`config.mk`:
```
export PLATFORM = sky130hd
export DESIGN_NAME = signed_int_to_padded_decimal
export DESIGN_NICKNAME = d
export VERILOG_FILES = /design/src/hdl/sipd_pkg.sv /design/src/hdl/signed_int_to_padded_decimal.sv
export SDC_FILE = /design/constraint.sdc
export NUM_CORES = 1
export LEC_CHECK = 0
export BUFFER_PORTS_ARGS = -buffer_cell sky130_fd_sc_hd__buf_2
export CAP_MARGIN = 30
export CORE_MARGIN = 8
export CORE_UTILIZATION = 40
export CTS_CLUSTER_SIZE = 30
export DETAILED_ROUTE_END_ITERATION = 8
export GPL_TIMING_DRIVEN = 0
export MAX_ROUTING_LAYER = met4
export SKIP_LAST_GASP = 1
export SLEW_MARGIN = 10
export SYNTH_ARGS = -nofsm -noshare
export SYNTH_HDL_FRONTEND = slang
export SYNTH_SLANG_ARGS = --single-unit
```
`constraint.sdc`:
```
create_clock -name aclk -period 12.4 [get_ports aclk]
set_clock_uncertainty 0.1 [all_clocks]
set_input_delay 1.24 -clock aclk [delete_from_list [all_inputs] [get_ports aclk]]
set_output_delay 1.24 -clock aclk [all_outputs]
set_load 0.02 [all_outputs]
```
`src/hdl/sipd_pkg.sv`:
```
// ----------------------------------------------------------------------------
// sipd_pkg: shared types and constants for the decimal text converter
// Character codes, stream payload widths and the sequencer state encoding.
// ----------------------------------------------------------------------------
package sipd_pkg;

    // stream payload widths
    localparam int S_TDATA_W = 40;
    localparam int M_TDATA_W = 8;

    // ascii codes
    localparam logic [7:0] CH_ZERO  = 8'h30;
    localparam logic [7:0] CH_MINUS = 8'h2D;
    localparam logic [7:0] CH_BLANK = 8'h20;

    // bcd digit width and the threshold for the add-3 correction
    localparam int         BCD_W      = 4;
    localparam logic [3:0] BCD_ADJ_GE = 4'd5;
    localparam logic [3:0] BCD_ADJ    = 4'd3;

    // sequencer states, one-hot
    typedef enum logic [3:0] {
        ST_IDLE  = 4'b0001,
        ST_CONV  = 4'b0010,
        ST_SETUP = 4'b0100,
        ST_EMIT  = 4'b1000
    } state_t;

endpackage

```
`src/hdl/signed_int_to_padded_decimal.sv`:
```
// ----------------------------------------------------------------------------
// signed_int_to_padded_decimal: signed integer to blank-padded ascii decimal
// Converts a two's complement value by shift-and-add-3 on a shared bcd unit,
// then streams blanks, an optional minus and the digits, msb character first.
// ----------------------------------------------------------------------------
// sequence: an input transfer starts the bcd shifting, then a setup state
//   sets the run length before the first character; then one character per
//   cycle while m_tready is high. Each run is max(min(min_width, MAX_WIDTH),
//   text length) characters; a new item is taken only in idle, after the
//   last character of the previous run, as there is a single bcd shift unit
// reset: aresetn, synchronous active low, returns the sequencer to idle
module signed_int_to_padded_decimal
    import sipd_pkg::*;
#(
    parameter int MAX_WIDTH  = 64,
    parameter int VALUE_BITS = 32
) (
    input  logic                 aclk,
    input  logic                 aresetn,
    // s_tdata fields from bit 0: value[31:0], min_width[38:32]
    input  logic                 s_tvalid,
    output logic                 s_tready,
    input  logic [S_TDATA_W-1:0] s_tdata,
    // m_tdata fields from bit 0: character[7:0]
    output logic                 m_tvalid,
    input  logic                 m_tready,
    output logic [M_TDATA_W-1:0] m_tdata,
    output logic                 m_tlast
);

    // digits needed for 2^VALUE_BITS - 1 (1233/4096 approximates log10 2)
    localparam int NUM_DIGITS = (VALUE_BITS * 1233) / 4096 + 1;
    localparam int DIG_IDX_W  = $clog2(NUM_DIGITS);
    localparam int NDIG_W     = $clog2(NUM_DIGITS + 1);
    localparam int CNT_W      = $clog2(MAX_WIDTH + 1);
    localparam int REM_W      = $clog2(MAX_WIDTH);
    localparam int BIT_W      = $clog2(VALUE_BITS);
    localparam int BCD_TOT_W  = NUM_DIGITS * BCD_W;
    localparam int MIN_W_LSB  = 32;
    localparam int MIN_W_W    = 7;

    state_t                 state_reg, state_next;
    logic [VALUE_BITS-1:0]  mag_reg, mag_next;
    logic [BCD_TOT_W-1:0]   bcd_reg, bcd_next;
    logic [BIT_W-1:0]       bit_cnt_reg, bit_cnt_next;
    logic                   neg_reg, neg_next;
    logic [CNT_W-1:0]       width_reg, width_next;
    logic [NDIG_W-1:0]      ndig_reg, ndig_next;
    logic [REM_W-1:0]       rem_reg, rem_next;

    logic [VALUE_BITS-1:0]  raw;
    logic [MIN_W_W-1:0]     min_width;
    logic [BCD_TOT_W-1:0]   bcd_adj;
    logic [NDIG_W-1:0]      ndig_found;
    logic [CNT_W-1:0]       text_len;
    logic [CNT_W-1:0]       total;
    logic [CNT_W-1:0]       rem_ext;
    logic [CNT_W-1:0]       ndig_ext;
    logic [BCD_W-1:0]       cur_digit;

    assign raw       = s_tdata[VALUE_BITS-1:0];
    assign min_width = s_tdata[MIN_W_LSB +: MIN_W_W];

    // add-3 correction on every digit before the shift
    always_comb begin
        for (int i = 0; i < NUM_DIGITS; i++) begin
            if (bcd_reg[i*BCD_W +: BCD_W] >= BCD_ADJ_GE) begin
                bcd_adj[i*BCD_W +: BCD_W] = bcd_reg[i*BCD_W +: BCD_W] + BCD_ADJ;
            end else begin
                bcd_adj[i*BCD_W +: BCD_W] = bcd_reg[i*BCD_W +: BCD_W];
            end
        end
    end

    // count of significant digits, at least one
    always_comb begin
        ndig_found = NDIG_W'(1);
        for (int i = 1; i < NUM_DIGITS; i++) begin
            if (bcd_reg[i*BCD_W +: BCD_W] != '0) begin
                ndig_found = NDIG_W'(i + 1);
            end
        end
    end

    assign text_len = CNT_W'(ndig_found) + CNT_W'(neg_reg);
    assign total    = (width_reg > text_len) ? width_reg : text_len;

    // character at the current position, counted from the right end
    assign rem_ext   = CNT_W'(rem_reg);
    assign ndig_ext  = CNT_W'(ndig_reg);
    assign cur_digit = bcd_reg[rem_reg[DIG_IDX_W-1:0]*BCD_W +: BCD_W];

    always_comb begin
        if (rem_ext < ndig_ext) begin
            m_tdata = CH_ZERO + {4'b0000, cur_digit};
        end else if (neg_reg && (rem_ext == ndig_ext)) begin
            m_tdata = CH_MINUS;
        end else begin
            m_tdata = CH_BLANK;
        end
    end

    assign m_tlast  = (rem_reg == '0);
    assign m_tvalid = (state_reg == ST_EMIT);
    assign s_tready = (state_reg == ST_IDLE);

    // sequencer
    always_comb begin
        state_next   = state_reg;
        mag_next     = mag_reg;
        bcd_next     = bcd_reg;
        bit_cnt_next = bit_cnt_reg;
        neg_next     = neg_reg;
        width_next   = width_reg;
        ndig_next    = ndig_reg;
        rem_next     = rem_reg;
        unique case (state_reg)
            ST_IDLE: begin
                if (s_tvalid) begin
                    neg_next     = raw[VALUE_BITS-1];
                    mag_next     = raw[VALUE_BITS-1] ? (~raw + 1'b1) : raw;
                    bcd_next     = '0;
                    bit_cnt_next = BIT_W'(VALUE_BITS - 1);
                    if (MIN_W_W'(min_width) > MIN_W_W'(MAX_WIDTH)) begin
                        width_next = CNT_W'(MAX_WIDTH);
                    end else begin
                        width_next = min_width[CNT_W-1:0];
                    end
                    state_next   = ST_CONV;
                end
            end
            ST_CONV: begin
                bcd_next     = {bcd_adj[BCD_TOT_W-2:0], mag_reg[VALUE_BITS-1]};
                mag_next     = {mag_reg[VALUE_BITS-2:0], 1'b0};
                bit_cnt_next = bit_cnt_reg - 1'b1;
                if (bit_cnt_reg == '0) begin
                    state_next = ST_SETUP;
                end
            end
            ST_SETUP: begin
                ndig_next  = ndig_found;
                rem_next   = REM_W'(total - 1'b1);
                state_next = ST_EMIT;
            end
            ST_EMIT: begin
                if (m_tready) begin
                    if (rem_reg == '0) begin
                        state_next = ST_IDLE;
                    end else begin
                        rem_next = rem_reg - 1'b1;
                    end
                end
            end
            default: begin
                state_next = ST_IDLE;
            end
        endcase
    end

    // state and payload registers
    always_ff @(posedge aclk) begin
        if (!aresetn) begin
            state_reg <= ST_IDLE;
        end else begin
            state_reg <= state_next;
        end
        mag_reg     <= mag_next;
        bcd_reg     <= bcd_next;
        bit_cnt_reg <= bit_cnt_next;
        neg_reg     <= neg_next;
        width_reg   <= width_next;
        ndig_reg    <= ndig_next;
        rem_reg     <= rem_next;
    end

endmodule

```
* Yosys cells after proc, flatten, opt, wreduce, memory -nomap -nowiden
Cells that the tools add are included.
Storage, ports and cells: register bits 99, input bits 44, output and inout port bits 11, logic and storage cells 104
Cells by class: $add $sub $neg 16, magnitude comparators 13, equal/unequal tests 10, shift-type cells 1, muxes and demuxes 37, bitwise operators 1, reductions and logical operators 18
Operator list (number):
- $mux 4 | 22
- $pmux 40 s2 | 1
- $mux 32 | 2
- $pmux 32 s2 | 1
- $ge 4x3->1 const B | 10
- $mux 40 | 1
- $shiftx 40x7->4 | 1
- $add 4x2->4 const B | 9
- $reduce_bool 4->1 | 9
- $add 32x1->32 const B | 1
- $not 32->32 | 1
- $mux 6 | 3
- $pmux 4 s4 | 1
- $pmux 6 s2 | 1
- $sub 6x1->6 const B | 2
- $pmux 5 s2 | 1
- $add 6x4->7 const A | 1
- $gt 7x5->1 | 1
- $gt 7x7->1 const B | 1
- $mux 7 | 1
- $eq 6x4->1 | 1
- $logic_not 6->1 | 1
- $lt 6x4->1 | 1
- $ne 2x2->1 const B | 3
- other kinds (17) | 20

* Depth between registers and ports, before layout
Gate-level depths: netlist (run 1).
depth in word-level cells 15, gate-level depth with buffers 23, depth with buffers taken out 23

* Worst setup path before layout (run 1)
Ideal clock, no wire load.
kind register to register, start register bcd_reg[8], end register rem_reg[4], data pin, data arrival time 4253 ps, data required time 12038 ps, path slack 7785 ps, stages on the path, launching flop included 23, buffers on the path 0, clock period less this slack 4615 ps, path through edfxtp_1 inv_1 ha_1 or3b_2 o21ai_0 a21oi_1 o21ai_0 a21oi_1 ha_1 or3_1 nand2_1 ha_1 and4_1 nand4_1 o211ai_1 o311a_1 or3b_2 a31oi_1 inv_1 ha_1 nand2_1 nor2_1 xor2_1
Between the ends: word-level cells in the longest chain between the ends 14
RTL lines:
- start, declared | RTL line signed_int_to_padded_decimal.sv:44 | logic [BCD_TOT_W-1:0] bcd_reg, bcd_next;
- start signal, assigned | RTL line signed_int_to_padded_decimal.sv:168 | bcd_reg <= bcd_next;
- $reduce_bool 4->1 * | RTL line signed_int_to_padded_decimal.sv:79 | if (bcd_reg[i*BCD_W +: BCD_W] != '0) begin
- $mux 4 * (8 in a row) | RTL line signed_int_to_padded_decimal.sv:79
- named net ndig_found[0] | RTL line signed_int_to_padded_decimal.sv:54 | logic [NDIG_W-1:0] ndig_found;
- $add 4x1->5 * | RTL line signed_int_to_padded_decimal.sv:85 | assign text_len = CNT_W'(ndig_found) + CNT_W'(neg_reg);
- $gt 7x5->1 | RTL line signed_int_to_padded_decimal.sv:86 | assign total = (width_reg > text_len) ? width_reg : text_len;
- $mux 6 * | RTL line signed_int_to_padded_decimal.sv:86
- $sub 6x1->6 * | RTL line signed_int_to_padded_decimal.sv:142 | rem_next = REM_W'(total - 1'b1);
- $pmux 6 s2 * | RTL line signed_int_to_padded_decimal.sv:117 | unique case (state_reg)
- named net rem_next[4] | RTL line signed_int_to_padded_decimal.sv:49 | logic [REM_W-1:0] rem_reg, rem_next;
- end signal, assigned | RTL line signed_int_to_padded_decimal.sv:173 | rem_reg <= rem_next;
- end, declared | RTL line signed_int_to_padded_decimal.sv:49
The timed path passes the listed nets; every way through them passes the cells marked *. A chain may end at the register's enable or synchronous reset.

* Worst setup path in the final report (run 1)
start register bcd_reg[12], end register rem_reg[4], data pin
Between the ends: word-level cells in the longest chain between the ends 13
RTL lines (RTL line):
- $reduce_bool 4->1 * | signed_int_to_padded_decimal.sv:79
- $mux 4 * (7 in a row) | signed_int_to_padded_decimal.sv:79
- named net ndig_found[0] | signed_int_to_padded_decimal.sv:54
- $add 4x1->5 * | signed_int_to_padded_decimal.sv:85
- $gt 7x5->1 | signed_int_to_padded_decimal.sv:86
- $mux 6 * | signed_int_to_padded_decimal.sv:86
- $sub 6x1->6 * | signed_int_to_padded_decimal.sv:142
- $pmux 6 s2 * | signed_int_to_padded_decimal.sv:117
- named net rem_next[4] | signed_int_to_padded_decimal.sv:49
Marks and branches as above.

==> results of run 1 <==
placed cells by master, fill, tap and decap left out, types with 4 or more instances in the layout:
cell / count
buf_2: 51
nor3b_1: 9
xnor2_1: 15
dfxtp_1: 4
clkbuf_1: 17
o31ai_1: 9
inv_1: 39
nor3_1: 13
o22a_1: 5
or3b_2: 6
o21ai_0: 52
nand2b_1: 13
nor2b_1: 10
conb_1: 4
or4_1: 4
or2_2: 4
o41ai_1: 5
edfxtp_1: 95
xor2_1: 39
nor2_1: 59
ha_1: 33
clkbuf_16: 9
o211ai_1: 4
nand2_1: 70
mux2i_1: 10
mux4_2: 8
or3_1: 7
a21oi_1: 44
worst max-delay path: cells and delay by family, from the launching register on:
| kind | cells | cell delay (ns) |
|---|---|---|
| XOR/XNOR | 1 | 0.15 |
| buffers and inverters | 2 | 0.20 |
| AND/OR/NAND/NOR | 6 | 1.47 |
| AO/OA/AOI/OAI | 9 | 1.75 |
| flip-flops | 1 | 0.45 |
| adder cells (fa/ha/maj) | 4 | 0.97 |
final cells by class:
cell class | count | area share
multi-input combinational | 469 | 0.436
sequential | 99 | 0.407
timing repair buffer | 53 | 0.0408
tap | 216 | 0.0375
clock buffer | 9 | 0.0313
inverter | 39 | 0.0203
buffer | 23 | 0.0136
clock inverter | 7 | 0.0127
worst max-delay path by stage:
stage	to	cells past startpoint
final	rem_reg[4]$_DFFE_PP_	22
after global routing	rem_reg[4]$_DFFE_PP_	22
after CTS	rem_reg[4]$_DFFE_PP_	22
after detailed placement	rem_reg[4]$_DFFE_PP_	22
after global placement	rem_reg[4]$_DFFE_PP_	22
after floorplan	rem_reg[4]$_DFFE_PP_	22
cells by family after synthesis:
group,count (synthesis),share of synthesized area
multiplexers,18,0.0445
adder cells (fa/ha/maj),33,0.0655
other,2,0.00119
XOR/XNOR,54,0.0750
AO/OA/AOI/OAI,135,0.128
AND/OR/NAND/NOR,225,0.182
buffers and inverters,62,0.0387
flip-flops,99,0.465
Yosys cell counts, types with 10 or more instances:
master	number	share of area
edfxtp_1	95	0.45
nand2_1	71	0.042
nor2_1	59	0.035
o21ai_0	52	0.041
a21oi_1	44	0.035
inv_1	39	0.023
xor2_1	39	0.054
ha_1	33	0.065
clkbuf_1	17	0.010
xnor2_1	15	0.021
nand2b_1	13	0.013
nor3_1	13	0.010
mux2i_1	10	0.016
nor2b_1	10	0.0099
report_power, final:
part / internal [mW] / total (mW) / leakage, nW / switching [mW]
Combinational: 0.0680 / 0.165 / 1.59 / 0.0973
Sequential: 0.411 / 0.437 / 0.936 / 0.0255
Clock: 0.177 / 0.305 / 0.157 / 0.128
metrics by stage:
| step | total power, mW | util |
|---|---|---|
| finish | 0.907 | 0.460 |
| global route | 0.947 | 0.460 |
| CTS | 0.915 | 0.460 |
| detailed placement | 0.610 | 0.440 |
| global placement | 0.602 | 0.436 |
| floorplan | 0.557 | - |
routing by layer:
layer	GRT usage	vias to the layer above	part of all wire
met5	-	-	0
met4	0.0718	0	0.020
met3	0.0195	18	0.030
met2	0.242	82	0.47
met1	0.186	2255	0.48
li1	-	2377	-
==> flow_metrics.tcl, run 1 <==
set metrics [dict create \
    grt_overflow 0 \
    status "complete, no violations" \
    report.final.slew_viol_count 0 \
    hold_start "mag_reg[3]$_DFFE_PP_" \
    drtAntennaViolNets 0 \
    row_count 46 \
    synthDistinctLibCells 54 \
    placed_cells 899 \
    antenna_found_initial 0 \
    hold_buffers 0 \
    fp.coreArea_um2 15700 \
    dieHeight_um 142 \
    dp_hpwl_um 10900 \
    initial_utilization 0.403 \
    multi_input_area_um2 3140 \
    async_flop_share 0 \
    slowest_delay_ns 0.60 \
    yosys_warnings 0 \
    io_pins 55 \
    max_freq_mhz 187 \
    cp_cell_sequence "inv_1 -> ha_1 -> nor3b_1 -> o21ai_0 -> a21oi_1 -> o21ai_0 -> a21oi_1 -> ha_1 -> a21oi_1 -> a31o_2 -> ha_1 -> and4_1 -> a21oi_1 -> nor3_1 -> o311a_1 -> or3b_2 -> a31oi_1 -> inv_1 -> ha_1 -> nand2_1 -> nor2_1 -> xor2_1" \
    nets 771 \
    fin_area_um2 7200 \
    reg2reg_depth 22 \
    rsz0062_at_grt "no" \
    crit_start "bcd_reg[12]$_SDFFCE_PN0P_" \
    n_fill_cell 1483 \
    synth_area_um2 6300 \
    ys_ff_latch 99 \
    min_to "mag_reg[4]$_DFFE_PP_" \
    cts_sinks 99 \
    die_area_um2 20000 \
    port_buffers 50 \
    grt_pass1_wl_um 23200 \
    relSlewSlack 0.508 \
    grt_pass1_vias 4804 \
    postCtsSetupRepairBufs 0 \
    route.vias.total 4732 \
    clock-root-buffer "clkbuf_16" \
    dr.pass1.iters 5 \
    tightest_slew_ns 0.738 \
    seqCellArea_um2 2930 \
    post-route-period-util 0.432 \
    hold_violations 0 \
    synth.avg_cell_area_um2 10.0 \
    grt_max_degree 57 \
    p_per_area_nw_per_um2 126 \
    drcViolationCount 0 \
    die_w_um 142 \
    htree_levels 3 \
    final_layout_size_suffix_gt1_frac 0.150 \
    ctsResizeCount 0 \
    maxCapViolCount 0 \
    critical_path_class "reg2reg" \
    reg2reg_slack_ns 7.04 \
    setup_viol 0 \
    tns_ns 0 \
    via_per_inst 5.17 \
    cp.required_ns 12.40 \
    wl_per_cell_um 15.7 \
    largest_reg_flops 40 \
    place_ws_ns 7.11 \
    reg2reg_from "bcd_reg[12]$_SDFFCE_PN0P_" \
    critPathMaxFanout 7 \
    setup_ws_ns 7.04 \
    routed_wl_um 14400 \
    dpl_cell_area_um2 6880 \
    hold_ws_ns 0.432 \
    track_usage 0.151 \
    synth_edf_count 95 \
    cts_made_buffers 9 \
    drtIter0Drc 308 \
    antennaDiodeCount 0 \
    crit_path_end_kind "flop" \
    period_needed_ns 5.36 \
    crit_path_top_delay_cell "nor3b_1" \
    insertion_delay_ns 0.36 \
    syn_to_final_growth_pct 14.2 \
    cp_data_arrival_time_ns 5.36 \
    critPathLaunchType "flop" \
    min_path_cells 2 \
    cts_buffer_depth 2 \
    min_path_type "reg2reg" \
    syn_inst 628 \
    clk_pin_slew_ns 0.07 \
    timing.rr.end "rem_reg[4]$_DFFE_PP_" \
    yosys_most_used_dff "edfxtp_1" \
    p_leak_nw 2.68 \
    gp_congestion 0.836 \
    ir_worst_vdd_v 0.0000718 \
    fin_cells 915 \
    ys_seq_area_frac 0.465 \
    cts_tree "yes" \
]
No activity file was read; power rests on OpenSTA's default activity.
==> run 2, diff against run 1 <==
- clock period: 12.4 -> 4.33 ns (I/O delays scaled with it)
==> run 2 against run 1 <==
The run now ends with negative setup slack left. Maximum frequency up 21%. Clock-buffer cell count up 3. Clock power up 140%. Critical path depth unchanged. Hold slack worse by 0.20 ns. Register-to-register slack worse by 7.1 ns. Non-clock buffer count up 25. Sequential share of layout area down 1.9 points. Worst setup slack worse by 7.1 ns. Wire length up 4.1%. Critical endpoint unchanged.
==> flow_metrics.tcl, run 2 (synthesis results as in run 1) <==
set metrics [dict create \
    critPathLaunchType "flop" \
    max_freq_mhz 225 \
    cts_sinks 99 \
    worst_path_dominant_cell_family "simple AND/OR/NAND/NOR gates" \
    grt_pass1_vias 5010 \
    antennaDiodeCount 0 \
    ir_worst_vdd_v 0.000207 \
    die_w_um 142 \
    cp_num_buf_inv 2 \
    fin_area_um2 7550 \
    fp.coreArea_um2 15700 \
    p_sw_frac 0.289 \
    cts_tree "yes" \
    antenna_found_initial 0 \
    dp_hpwl_um 10800 \
    largest_reg_flops 40 \
    routed_wl_um 15000 \
    route.vias.total 4914 \
    p_seq_frac 0.488 \
    maxCapViolCount 0 \
    post-route-period-util 1.02 \
    grt_pass1_wl_um 24300 \
    hold_violations 0 \
    multi_input_area_um2 3380 \
    min_path_type "in2reg" \
    layout_common_cells "95 x edfxtp_1, 68 x nand2_1, 59 x nor2_1, 52 x buf_2, 49 x o21ai_0" \
    die_area_um2 20000 \
    gp_congestion 0.833 \
    relSlewSlack 0.498 \
    placed_cells 899 \
    failed_checks "negative setup slack" \
    report.final.slew_viol_count 0 \
    cp_data_arrival_time_ns 4.44 \
    insertion_delay_ns 0.36 \
    clk_pin_slew_ns 0.06 \
    seqCellArea_um2 2930 \
    cp_cell_sequence "inv_2 -> ha_4 -> or3b_4 -> o21ai_4 -> a21oi_2 -> o21ai_1 -> a21oi_2 -> ha_2 -> or3_4 -> nand2_2 -> ha_4 -> and4_4 -> a21oi_1 -> nor3_1 -> o311a_1 -> or3b_4 -> a31oi_4 -> inv_2 -> ha_4 -> nand2_1 -> nor2_1 -> xor2_1" \
    htree_levels 3 \
    fin_cells 939 \
    critical_path_class "reg2reg" \
    syn_to_final_growth_pct 19.7 \
    hold_buffers 0 \
    setup_ws_ns -0.107 \
    cp.required_ns 4.33 \
    drtIter0Drc 326 \
    cpMostUsedCell "ha_4" \
    power_switching_mw 0.742 \
    drtAntennaViolNets 0 \
    p_leak_nw 2.79 \
    n_fill_cell 1497 \
    nets 796 \
    cts_buffer_depth 2 \
    grt_max_degree 42 \
    via_per_inst 5.23 \
    crit_path_top_delay_cell "or3b_4" \
    rsz0062_at_grt "yes" \
    final_common_cell "edfxtp_1" \
    track_usage 0.156 \
    row_count 46 \
    wl_per_cell_um 15.9 \
    final_util 0.482 \
    slowest_delay_ns 0.42 \
    setup_viol 4 \
    dieHeight_um 142 \
    internal-power_mw 1.82 \
    tightest_slew_ns 0.752 \
    period_needed_ns 4.44 \
    critPathMaxFanout 6 \
    initial_utilization 0.403 \
    grt_overflow 0 \
    status "complete, but fails checks" \
    p_per_area_nw_per_um2 340 \
    io_pins 55 \
    cts_made_buffers 9 \
    drcViolationCount 0 \
    crit_path_end_kind "flop" \
    dpl_cell_area_um2 6900 \
    p_clk_frac 0.286 \
    final_layout_size_suffix_gt1_frac 0.220 \
    clock-root-buffer "clkbuf_16" \
    dr.pass1.iters 4 \
    port_buffers 50 \
    combPwrFrac 0.226 \
]
-- run 2: power by group through the flow --
stage	clock network [mW]	registers [mW]	logic [mW]
after floorplan	0	1.25	0.352
after global placement	0	1.28	0.453
after detailed placement	0	1.27	0.480
after CTS	0.746	1.25	0.539
after global routing	0.771	1.27	0.645
final	0.733	1.25	0.581
-- run 2: final timing paths --
check	end	slack (ns)	cells past startpoint	start
worst min-delay path	state_reg[3]$_SDFFE_PN0P_	0.23	2	aresetn
worst min register to register	mag_reg[5]$_DFFE_PP_	0.43	2	mag_reg[4]$_DFFE_PP_
worst max-delay path	rem_reg[4]$_DFFE_PP_	-0.11	22	bcd_reg[9]$_SDFFCE_PN0P_
worst max register to register	rem_reg[4]$_DFFE_PP_	-0.11	22	bcd_reg[9]$_SDFFCE_PN0P_
-- run 2: repair_timing --
item / in CTS / in global routing
setup endpoints to repair: 6 / 6
resized for setup: 25 / 19
pin swaps: 16 / 3
cloned: 0 / 0
setup buffers: 17 / 10
-- run 2: layer usage --
metal,up-vias,global-route usage,routed length [um]
met1,2377,0.191,6990
met2,93,0.257,7250
li1,2426,-,-
met5,-,-,0
met3,18,0.0228,499
met4,0,0.0588,236
-- run 2: cell type report --
type                    count  area share
clock buffers              12      0.0313
multi-input cells         469       0.447
repair buffers             78      0.0625
flip-flops and latches     99       0.388
well taps                 216      0.0358
plain buffers              23      0.0129
clock inverters             3     0.00215
inverters                  39      0.0194
-- run 2: worst reg2reg max path: stages, from the launching register on --
cell      delay [ns]
edfxtp_1        0.41
inv_2           0.11
ha_4            0.14
or3b_4          0.40
o21ai_4         0.15
a21oi_2         0.07
o21ai_1         0.16
a21oi_2         0.09
ha_2            0.22
or3_4           0.40
nand2_2         0.11
ha_4            0.20
and4_4          0.15
a21oi_1         0.13
nor3_1          0.07
o311a_1         0.17
or3b_4          0.42
a31oi_4         0.21
inv_2           0.07
ha_4            0.16
nand2_1         0.05
nor2_1          0.05
xor2_1          0.15
-- run 2: metrics by stage --
step | total power, mW | setup WS (ns) | hold slack (ns) | TNS, ns
finish | 2.57 | -0.107 | 0.230 | -0.210
global route | 2.68 | -0.279 | 0.249 | -1.09
CTS | 2.54 | -0.0770 | 0.223 | -0.157
detailed placement | 1.75 | -0.715 | 0.415 | -3.28
global placement | 1.73 | -0.647 | 0.410 | -2.89
floorplan | 1.60 | 0.0183 | 0.396 | 0
==> run 3, diff against run 2 <==
- SETUP_SLACK_MARGIN: unset -> 0.05
==> run 3 against run 2 <==
Clock power rose by 5.2%. Non-clock buffer count rose by 13. Combinational power grew 2%. The run still ends with negative setup slack left. Largest cell class unchanged.
==> flow_metrics.tcl, run 3 (synthesis results as in run 1) <==
set metrics [dict create \
    cts_made_buffers 9 \
    dr.pass1.iters 4 \
    io_pins 55 \
    crit_path_top_delay_cell "edfxtp_1" \
    syn_to_final_growth_pct 21.4 \
    cp.required_ns 4.33 \
    row_count 46 \
    n_fill_cell 1448 \
    dp_hpwl_um 10700 \
    clk_pin_slew_ns 0.06 \
    drtIter0Drc 269 \
    maxCapViolCount 0 \
    ir_worst_vdd_v 0.000204 \
    p_leak_nw 2.87 \
    routed_wl_um 14800 \
    dieHeight_um 142 \
    status "complete, but fails checks" \
    cp_data_arrival_time_ns 4.43 \
    tightest_slew_ns 0.876 \
    failed_checks "negative setup slack" \
    layout_common_cells "95 x edfxtp_1, 68 x nand2_1, 58 x nor2_1, 50 x buf_2, 48 x o21ai_0" \
    port_buffers 50 \
    min_path_type "in2reg" \
    final_util 0.489 \
    slowest_delay_ns 0.42 \
    critPathMaxFanout 7 \
    fin_cells 951 \
    initial_utilization 0.403 \
    rsz0062_at_grt "yes" \
    fp.coreArea_um2 15700 \
    hold_violations 0 \
    insertion_delay_ns 0.35 \
    placed_cells 897 \
    critical_path_class "reg2reg" \
    wl_per_cell_um 15.6 \
    cp_num_buf_inv 3 \
    p_per_area_nw_per_um2 342 \
    gp_congestion 0.865 \
    route.vias.total 4921 \
    critPathLaunchType "flop" \
    die_w_um 142 \
    setup_viol 4 \
    final_layout_size_suffix_gt1_frac 0.239 \
    clock-root-buffer "clkbuf_16" \
    crit_path_end_kind "flop" \
    max_freq_mhz 226 \
    post-route-period-util 1.02 \
    drcViolationCount 0 \
    antennaDiodeCount 0 \
    setup_ws_ns -0.0992 \
    htree_levels 3 \
    largest_reg_flops 40 \
    relSlewSlack 0.407 \
    nets 809 \
    grt_max_degree 65 \
    worst_path_dominant_cell_family "compound AO/OA/AOI/OAI gates" \
    cts_sinks 99 \
    reg2reg_depth 23 \
    antenna_found_initial 0 \
    via_per_inst 5.17 \
    hold_buffers 0 \
    final_common_cell "edfxtp_1" \
    cts_buffer_depth 2 \
    min_path_cells 2 \
    cp.depth 23 \
    report.final.slew_viol_count 0 \
    die_area_um2 20000 \
    track_usage 0.155 \
    grt_overflow 0 \
    drtAntennaViolNets 0 \
    cp_cell_sequence "inv_2 -> ha_4 -> or3b_4 -> o21ai_2 -> a21oi_2 -> o21ai_2 -> a21oi_2 -> ha_2 -> inv_2 -> nand2_1 -> a31o_2 -> ha_4 -> and4_4 -> nand4_1 -> o211ai_1 -> o311a_1 -> o211ai_1 -> a31oi_4 -> inv_2 -> ha_4 -> nand2_2 -> nor2_2 -> xor2_1" \
    grt_pass1_vias 5012 \
    cts_tree "yes" \
    grt_pass1_wl_um 24200 \
    place_ws_ns -0.488 \
    period_needed_ns 4.43 \
]
-- run 3: changes by cell type in the layout (fill, tap and decap cells not counted), sizes merged --
| cell | change |
|---|---|
| bufinv | +1 |
| buf | +13 |
| clkinv | +1 |
| clkbuf | -3 |
-- run 3: final timing paths --
kind	slack (ns)	startpoint	end
setup / recovery	-0.1	bcd_reg[8]$_SDFFCE_PN0P_	rem_reg[4]$_DFFE_PP_
hold reg to reg	0.42	mag_reg[31]$_DFFE_PP_	bcd_reg[0]$_SDFFCE_PN0P_
hold / removal	0.22	aresetn	state_reg[3]$_SDFFE_PN0P_
setup reg to reg	-0.1	bcd_reg[8]$_SDFFCE_PN0P_	rem_reg[4]$_DFFE_PP_
-- run 3: what timing repair did --
item / 4_1_cts / 5_1_grt
gates resized for setup: 28 / 13
hold endpoints to repair: 0 / 0
pin swaps: 20 / 16
endpoints found under the setup margin: 6 / 7
setup buffers: 33 / 10
-- run 3: power breakdown --
group,switching [mW],internal (mW)
logic,0.319,0.272
registers,0.0737,1.18
clock network,0.336,0.434
-- run 3: area by class of cell --
| cell class | count | area (um2) | share of cell area |
|---|---|---|---|
| inverters | 39 | 146 | 0.0191 |
| clock inverters | 5 | 46.3 | 0.00605 |
| repair buffers | 91 | 578 | 0.0756 |
| clock buffers | 9 | 225 | 0.0294 |
| plain buffers | 23 | 97.6 | 0.0128 |
| multi-input cells | 469 | 3350 | 0.438 |
| flip-flops and latches | 99 | 2930 | 0.383 |
| well taps | 216 | 270 | 0.0353 |
-- run 3: per-layer routing --
layer / wire [um] / global-route usage / vias up
met2: 7200 / 0.258 / 93
met5: 0 / - / -
li1: - / - / 2457
met1: 6710 / 0.183 / 2345
met4: 316 / 0.0594 / 0
met3: 564 / 0.0282 / 26
-- run 3: per-stage QoR --
stage	setup TNS [ns]	hold slack, ns	instance area, um2	total power [mW]
finish	-0.164	0.223	7650	2.61
global route	-1.21	0.254	7650	2.74
CTS	-0.0179	0.219	7560	2.60
detailed placement	-1.98	0.410	6920	1.75
global placement	-1.77	0.403	6870	1.73
floorplan	0	0.396	6350	1.60
